===== config.mk =====
export PLATFORM = sky130hd
export DESIGN_NAME = ple_cell
export DESIGN_NICKNAME = d
export VERILOG_FILES = /design/src/rtl/ple_pkg.sv /design/src/rtl/ple_cell.sv
export SDC_FILE = /design/constraint.sdc
export NUM_CORES = 1
export LEC_CHECK = 0
export BUFFER_PORTS_ARGS = -buffer_cell sky130_fd_sc_hd__buf_2
export CORE_ASPECT_RATIO = 0.6
export CORE_MARGIN = 8
export CORE_UTILIZATION = 47
export DETAILED_ROUTE_END_ITERATION = 12
export PLACE_DENSITY_LB_ADDON = 0.1
export SLEW_MARGIN = 10
export SYNTH_ARGS = -nofsm -noshare
export SYNTH_HDL_FRONTEND = slang
export SYNTH_SLANG_ARGS = --single-unit

===== constraint.sdc =====
create_clock -name clk -period 7.4 [get_ports clk]
set_input_delay 1.48 -clock clk [delete_from_list [all_inputs] [get_ports clk]]
set_output_delay 1.48 -clock clk [all_outputs]
set_load 0.1 [all_outputs]

===== src/rtl/ple_pkg.sv =====
// ple_pkg: shared constants, request/result structs and control codes
// for the positional list engine. No dependencies.
`timescale 1ns / 1ps

package ple_pkg;

  localparam int CAPACITY    = 256;
  localparam int VALUE_WIDTH = 32;

  // field widths fixed by the interface
  localparam int OP_W  = 3;
  localparam int POS_W = 9;
  localparam int LEN_W = 9;

  localparam int IDX_W = $clog2(CAPACITY);
  localparam int CNT_W = $clog2(CAPACITY + 1);
  localparam int CMP_W = (CNT_W > POS_W) ? CNT_W : POS_W;

  // read tree: first stage merges groups of this many cells
  localparam int GROUP  = 16;
  localparam int NGROUP = (CAPACITY + GROUP - 1) / GROUP;

  typedef enum logic [OP_W-1:0] {
    OP_INSERT  = 3'd0,
    OP_REMOVE  = 3'd1,
    OP_GET     = 3'd2,
    OP_REPLACE = 3'd3,
    OP_CLEAR   = 3'd4
  } op_e;

  typedef enum logic [2:0] {
    CELL_HOLD,
    CELL_INS,
    CELL_DEL,
    CELL_WR,
    CELL_RD
  } cell_act_e;

  typedef enum logic [1:0] {
    S_IDLE,
    S_GATHER,
    S_MERGE
  } state_e;

  typedef struct packed {
    logic [OP_W-1:0]        operation;
    logic [POS_W-1:0]       position;
    logic [VALUE_WIDTH-1:0] entry_value;
  } req_t;

  typedef struct packed {
    logic                   ok;
    logic [VALUE_WIDTH-1:0] read_value;
    logic [LEN_W-1:0]       length;
    logic                   empty_res;
  } rsp_t;

  // command broadcast to every cell of the chain
  typedef struct packed {
    cell_act_e              act;
    logic [CMP_W-1:0]       idx;
    logic [VALUE_WIDTH-1:0] value;
  } cell_cmd_t;

endpackage


===== src/rtl/ple_cell.sv =====
// ple_cell: one list slot; holds an entry, shifts with its neighbors,
// and offers its entry to the read tree. Depends on ple_pkg.
`timescale 1ns / 1ps

module ple_cell (
  input  logic                           clk,
  input  logic [ple_pkg::IDX_W-1:0]      slot,
  input  ple_pkg::cell_cmd_t             cmd,
  input  logic [ple_pkg::VALUE_WIDTH-1:0] left,
  input  logic [ple_pkg::VALUE_WIDTH-1:0] right,
  output logic [ple_pkg::VALUE_WIDTH-1:0] entry,
  output logic [ple_pkg::VALUE_WIDTH-1:0] leaf
);
  import ple_pkg::*;

  logic [CMP_W-1:0] slot_ext;
  logic             hit;
  logic             above;

  assign slot_ext = CMP_W'(slot);
  assign hit      = (slot_ext == cmd.idx);
  assign above    = (slot_ext > cmd.idx);

  always_ff @(posedge clk) begin
    case (cmd.act)
      CELL_INS: begin
        // open a gap at idx, everything above moves up one slot
        if (above) begin
          entry <= left;
        end else if (hit) begin
          entry <= cmd.value;
        end
      end
      CELL_DEL: begin
        if (hit || above) begin
          entry <= right;
        end
      end
      CELL_WR: begin
        if (hit) begin
          entry <= cmd.value;
        end
      end
      default: begin
        entry <= entry;
      end
    endcase
  end

  // only the addressed cell feeds the or-tree
  always_ff @(posedge clk) begin
    if (cmd.act == CELL_RD && hit) begin
      leaf <= entry;
    end else begin
      leaf <= '0;
    end
  end

endmodule


After elaboration in Yosys (flattened, before gate mapping). Cells that the tools add are included.

Input bits: 117. Logic and storage cells: 17. Output and inout port bits: 64. Register bits after elaboration: 64.

Equality and inequality tests: 6. Reductions and logical operators: 4. Muxes and demuxes: 4. Order comparisons: 1.

Operators with widths (count): two-way mux 32 bit (3); case mux 32 bit (3 select lines) (1); == test 8 x 9 -> 1 bit (1); greater-than comparator 8 x 9 -> 1 bit (1); == test 3 x 2 -> 1 bit, second input constant (2); == test 3 x 1 -> 1 bit, second input constant (1); == test 3 bit, second input constant (1); nonzero test 3 bit (1); != test 2 bit, second input constant (1); AND reduction 2 bit (1); logical AND 1 bit (1); logical OR 1 bit (1).

Longest topological paths before layout. Gate-level depths: netlist (run 1).

Word-level depth: 4. Depth in mapped cells: 7. Mapped depth without buffers: 6.

Worst setup path after synthesis (run 1). Ideal clock, no wire load.

Path type: input-to-reg. Start point: in cmd[38] in the netlist's numbering. End point: reg entry[0] in the netlist's numbering, enable pin. Buffers on the path: 1. Data arrival time: 4867 ps. Data required time: 6939 ps. Path slack: 2071 ps. Setup time: 461 ps. Stages: 7. Cells stage by stage: inv_1 ha_1 nand4b_4 nor3_2 buf_2 nor4_1 nor3_1.

Cells in the longest elaborated chain, start to end: 4. Elaborated cells between the ends (all ways): 5. Classes of those cells: order compare (1); eq/ne (2); reduce/logical (2).

Ends and longest elaborated chain: start: declaration (RTL line ple_cell.sv:8) `input ple_pkg::cell_cmd_t cmd,`; greater-than comparator 8 x 9 -> 1 bit / == test 8 x 9 -> 1 bit (equally long branches) (RTL line ple_cell.sv:22, ple_cell.sv:21); logical OR 1 bit * (RTL line ple_cell.sv:35) `if (hit || above) begin`; != test 2 bit (no line) *; AND reduction 2 bit (no line) *; end signal: assignment (RTL line ple_cell.sv:29) `entry <= left;`; end signal: assignment (RTL line ple_cell.sv:36) `entry <= right;`; end signal: assignment (RTL line ple_cell.sv:41) `entry <= cmd.value;`; end: declaration (RTL line ple_cell.sv:11) `output logic [ple_pkg::VALUE_WIDTH-1:0] entry,`.

Every way passes the cells marked *; elsewhere a longest branch is shown, timed or not. A chain may end at the register's enable or synchronous reset.

Worst setup path after layout (run 1). Ends and elaborated chain as after synthesis.

==> results_dict.tcl, run 1 <==
set metrics [dict create \
    status "finished clean" \
    finalHoldViolations 0 \
    place_area_um2 4000 \
    layout.cells.most_common_list "180 x buf_2, 64 x and2_1" \
    ys_seq_area_share_pct 52.5 \
    ioPinCount 181 \
    ant_nets 0 \
    fillers 516 \
    cts_resized 0 \
    antenna_found_initial 0 \
    synth_nets 374 \
    port-buffer-count 180 \
    diodes 0 \
    die_w_um 120 \
    drt_wl_total_um 9160 \
    reg2regPathDepth 1 \
    vias 2716 \
    path_max_fanout 34 \
    grt_pass1_vias 2866 \
    crit_type "input port to register" \
    rows 22 \
    slew_violations 0 \
    clkTransAtPathRegs_ps 70 \
    leakage_uw 0.00202 \
    grt_use_total_pct 19.0 \
    report.final.setup_viol 0 \
    drt_pass1_iterations 4 \
    synth_async_sr_flop_share_pct 0 \
    fp.dieH_um 78.4 \
    dpl.hpwl_um 7130 \
    syn_area_um2 3050 \
    utilization_pct 67.7 \
    gr-total-overflow 0 \
    cap_violations 0 \
    hp-class "register to register" \
    synth-seq-cells 64 \
    tightest_slew_ps 950 \
    reg2reg_from "entry[12]" \
    min_period_ps 3780 \
    critPathCaptureType "register" \
    grt_first_pass_wirelength_um 14300 \
    p_total_uw 895 \
    multi_input_area_um2 1320 \
    stdcell_area_um2 4190 \
    min_from "entry[1]" \
    powerDensity_nw_per_um2 214 \
    dr.first_iter.drc_count 118 \
    final-seq-area_um2 1600 \
    clock-sinks 64 \
    fin_tns_setup_ps 0 \
    synth_cell_type_count 29 \
    cts_tree "built" \
    min_to "leaf[1]" \
    nNetsFinal 552 \
    slew_headroom_pct 36.4 \
    numCtsBuffers 9 \
    final_common_cell "buf_2" \
    initial_core_util_pct 49.3 \
    cts_max_level 3 \
    wl_per_cell_um 17.8 \
    synthCells 249 \
    fin_crit_sh_pct 51.1 \
    cts_setup_buffers 0 \
    setup.worst_path.start "cmd[38]" \
    required_ps 7400 \
    reg2reg_slack_ps 6370 \
    synth_edf_count 32 \
    hold_depth 1 \
    synth_flop_cell "edfxtp_1" \
    clk_path_buf_depth 2 \
    gp_congestion 0.775 \
    core_um2 6190 \
    vdd_drop_max_mv 0.131 \
    syn_area_per_cell_um2 12.3 \
    grt_setup_unrepaired "false" \
    cts_root_buf "clkbuf_8" \
    ys_warn_count 0 \
    worstReg2RegEnd "entry[12]" \
    via_per_inst 5.26 \
    whs_ps 503 \
    crit_arrival_ps 3780 \
    drcViolationCount 0 \
    start_kind "input port" \
    cts_hold_buf 0 \
    die_area_um2 9410 \
    areaGrowthSynthToFinish_pct 37.4 \
    clock_latency_ps 340 \
    fmax_ghz 0.265 \
    skew_ps 9.70 \
    grt_max_degree 35 \
    drive_gt1_share_pct 55.8 \
]
## worst max-delay path, stage by stage
cell and delay (ps):
buf_2 80, inv_1 30, ha_1 320, nand4b_4 180, nor3_4 200, buf_4 370, nor4_1 130, nor3_2 550
buf_4 430
## stage by stage
step,instances,setup WS (ps)
detailed placement,500,3240
floorplan,249,2070
finish,516,3620
global placement,500,3340
global route,516,3470
CTS,516,3630
## state kept, by name (all words and copies together) (netlist names)
name   cells
leaf      32
entry     32
## report_power, final
part	total (µW)	leakage, µW	switching, µW	internal (µW)
clock network	285	0.0000856	130	155
registers	402	0.000560	9.35	392
logic	208	0.00138	143	64.6
total	895	0.00202	283	612
## area by class of cell
class	count	share of cell area [%]
tap	84	2.51
clock inverter	5	1.37
multi-input combinational	158	31.6
inverter	9	0.806
clock buffer	11	3.14
timing repair buffer	185	22.4
sequential	64	38.2
## worst max path at each step
stage / endpoint / slack [ps] / depth (start not counted)
finish: entry[0] / 3620 / 9
global route: entry[26] / 3470 / 9
CTS: entry[26] / 3630 / 9
detailed placement: entry[29] / 3240 / 9
global placement: entry[25] / 3340 / 9
floorplan: entry[0] / 2070 / 7
## cells by family (layout without fill, tap and decap cells)
| family | count (synthesis) | after routing | synth area share (%) |
|---|---|---|---|
| buf+inv | 27 | 210 | 4.96 |
| simple gates | 77 | 77 | 16.2 |
| compound gates | 73 | 73 | 23.0 |
| fa+ha+maj | 8 | 8 | 3.28 |
| flops | 64 | 64 | 52.5 |
## Yosys cell counts (2+ instances only)
cell type | count | area share, %
edfxtp_1 | 32 | 32
clkbuf_1 | 8 | 0.98
a31o_2 | 32 | 9.2
a21oi_1 | 2 | 0.33
a221o_1 | 32 | 11
ha_1 | 8 | 3.3
and2_1 | 64 | 13
buf_2 | 4 | 0.66
dfxtp_1 | 32 | 21
buf_6 | 6 | 2.2
o32ai_2 | 2 | 1.1
inv_1 | 9 | 1.1
nor2_1 | 2 | 0.25
## layer usage
metal  vias to the layer above  global-route usage, %  part of all wire, %
met5                         -                      0                    0
met4                         0                   8.18                  1.8
met3                        17                   9.07                   11
met2                       147                   31.0                   45
met1                      1240                   21.1                   42
li1                       1312                      -                    -
Note: power is estimated with default switching activity, not from simulation.
==> run 2: changes to the inputs <==
--- a/config.mk
+++ b/config.mk
@@ -8,7 +8,7 @@
 export BUFFER_PORTS_ARGS = -buffer_cell sky130_fd_sc_hd__buf_2
 export CORE_ASPECT_RATIO = 0.6
 export CORE_MARGIN = 8
-export CORE_UTILIZATION = 47
+export CORE_UTILIZATION = 44
 export DETAILED_ROUTE_END_ITERATION = 12
 export PLACE_DENSITY_LB_ADDON = 0.1
 export SLEW_MARGIN = 10
==> constraint.sdc (replaced) <==
create_clock -name clk -period 3.5 [get_ports clk]
set_input_delay 0.7 -clock clk [delete_from_list [all_inputs] [get_ports clk]]
set_output_delay 0.7 -clock clk [all_outputs]
set_load 0.1 [all_outputs]
==> run 2 against run 1 <==
Core utilization shrank 2.9 points. Clock power grew to 3.0 times the previous value. Via count grew 2.4%. Combinational power grew 110%. Critical endpoint is now entry[4]. Largest cell class unchanged. Largest power group is now the clock network. Highest routed layer unchanged.
==> results_dict.tcl, run 2 (same netlist as run 1, synthesis figures left out) <==
set metrics [dict create \
    status "finished clean" \
    tightest_slew_ps 762 \
    min_period_ps 2590 \
    layout.cells.most_common_list "180 x buf_2, 64 x and2_1" \
    nNetsFinal 557 \
    cts_max_level 3 \
    grt_pass1_vias 2909 \
    slew_violations 0 \
    diodes 0 \
    drcViolationCount 0 \
    clk_path_buf_depth 2 \
    antenna_found_initial 0 \
    dpl.hpwl_um 7430 \
    report.final.setup_viol 0 \
    grt_max_degree 33 \
    fin_crit_sh_pct 74.0 \
    fmax_ghz 0.386 \
    die_area_um2 9940 \
    cts_hold_buf 0 \
    critPathCaptureType "register" \
    slew_headroom_pct 49.2 \
    wl_per_cell_um 18.6 \
    dp.cells 508 \
    core_um2 6710 \
    required_ps 3680 \
    skew_ps 3.37 \
    cts_resized 0 \
    cts_root_buf "clkbuf_16" \
    numCtsBuffers 9 \
    crit_type "input port to register" \
    crit_arrival_ps 2770 \
    cts_setup_buffers 0 \
    cap_violations 0 \
    finalHoldViolations 0 \
    final_common_cell "buf_2" \
    rows 23 \
    vias 2782 \
    leakage_uw 0.00211 \
    cts_tree "built" \
    hp-class "register to register" \
    die_w_um 123 \
    via_per_inst 5.31 \
    m1WireLength_um 4110 \
    powerDensity_nw_per_um2 497 \
    gp_congestion 0.809 \
    grt_first_pass_wirelength_um 14800 \
    top_regs "entry (32), leaf (32)" \
    top_layer "met4" \
    areaGrowthSynthToFinish_pct 42.2 \
    vdd_drop_max_mv 0.233 \
    wl_met2_um 4600 \
    clock-sinks 64 \
    start_kind "input port" \
    fillers 561 \
    dr.first_iter.drc_count 188 \
    ant_nets 0 \
    clock_latency_ps 320 \
    grt_use_total_pct 19.1 \
    path_max_fanout 17 \
    ioPinCount 181 \
    fp.dieH_um 80.5 \
    port-buffer-count 180 \
    grt_setup_unrepaired "false" \
    gr-total-overflow 0 \
    fin_cells 524 \
    clkTransAtPathRegs_ps 50 \
    wl_met3_um 921 \
    fin_tns_setup_ps 0 \
    drive_gt1_share_pct 56.5 \
    drt_wl_total_um 9720 \
    drt_pass1_iterations 4 \
    initial_core_util_pct 45.5 \
]
## run 2: cell count changes in the layout (fill, tap and decap cells not counted), sizes merged
cell / change
clkinv: +3
buf: +5
clkbuf: -1
clkinvlp: -2
## run 2: final timing paths
check	startpoint	end	slack [ps]	depth (start not counted)
min reg2reg	entry[2]	leaf[2]	510	1
max reg2reg	entry[19]	entry[19]	2470	1
max	slot[6]	entry[4]	910	7
min	entry[2]	leaf[2]	510	1
## run 2: area by class of cell
cell class	instances	area, µm²	share of cell area, %
flip-flops and latches	64	1600	36.9
clock buffers	10	229	5.28
multi-input cells	158	1330	30.6
repair buffers	190	976	22.5
clock inverters	6	61.3	1.41
well taps	87	109	2.51
inverters	9	33.8	0.779
## run 2: power by group
group	total (µW)	leakage [µW]	internal (µW)	switching, µW
combinational	444	0.00140	138	305
clock	861	0.000142	548	313
sequential	852	0.000560	831	21.3
total	2160	0.00211	1520	640
## run 2: routing by layer
layer  vias up  global-route usage (%)
met3         8                    5.95
met1      1327                    23.2
met4         0                    5.73
met5         -                       0
met2       123                    31.9
li1       1324                       -
## run 2: through the flow
stage | power, µW | setup slack (ps) | hold slack (ps) | util [%] | area [µm²]
3_3_place_gp | 1300 | 702 | 492 | 60.4 | 4050
6_report | 2160 | 910 | 508 | 64.7 | 4340
5_1_grt | 2230 | 789 | 526 | 64.7 | 4340
2_1_floorplan | 1190 | 391 | 914 | - | 3060
3_5_place_dp | 1310 | 616 | 494 | 60.4 | 4050
4_1_cts | 2170 | 918 | 508 | 64.7 | 4340
## run 2: worst max-delay path, stage by stage
cell and delay [ps]:
buf_2 100, ha_1 330, a211oi_1 270, o32ai_2 180, o31ai_4 630, buf_4 360
a221o_1 190
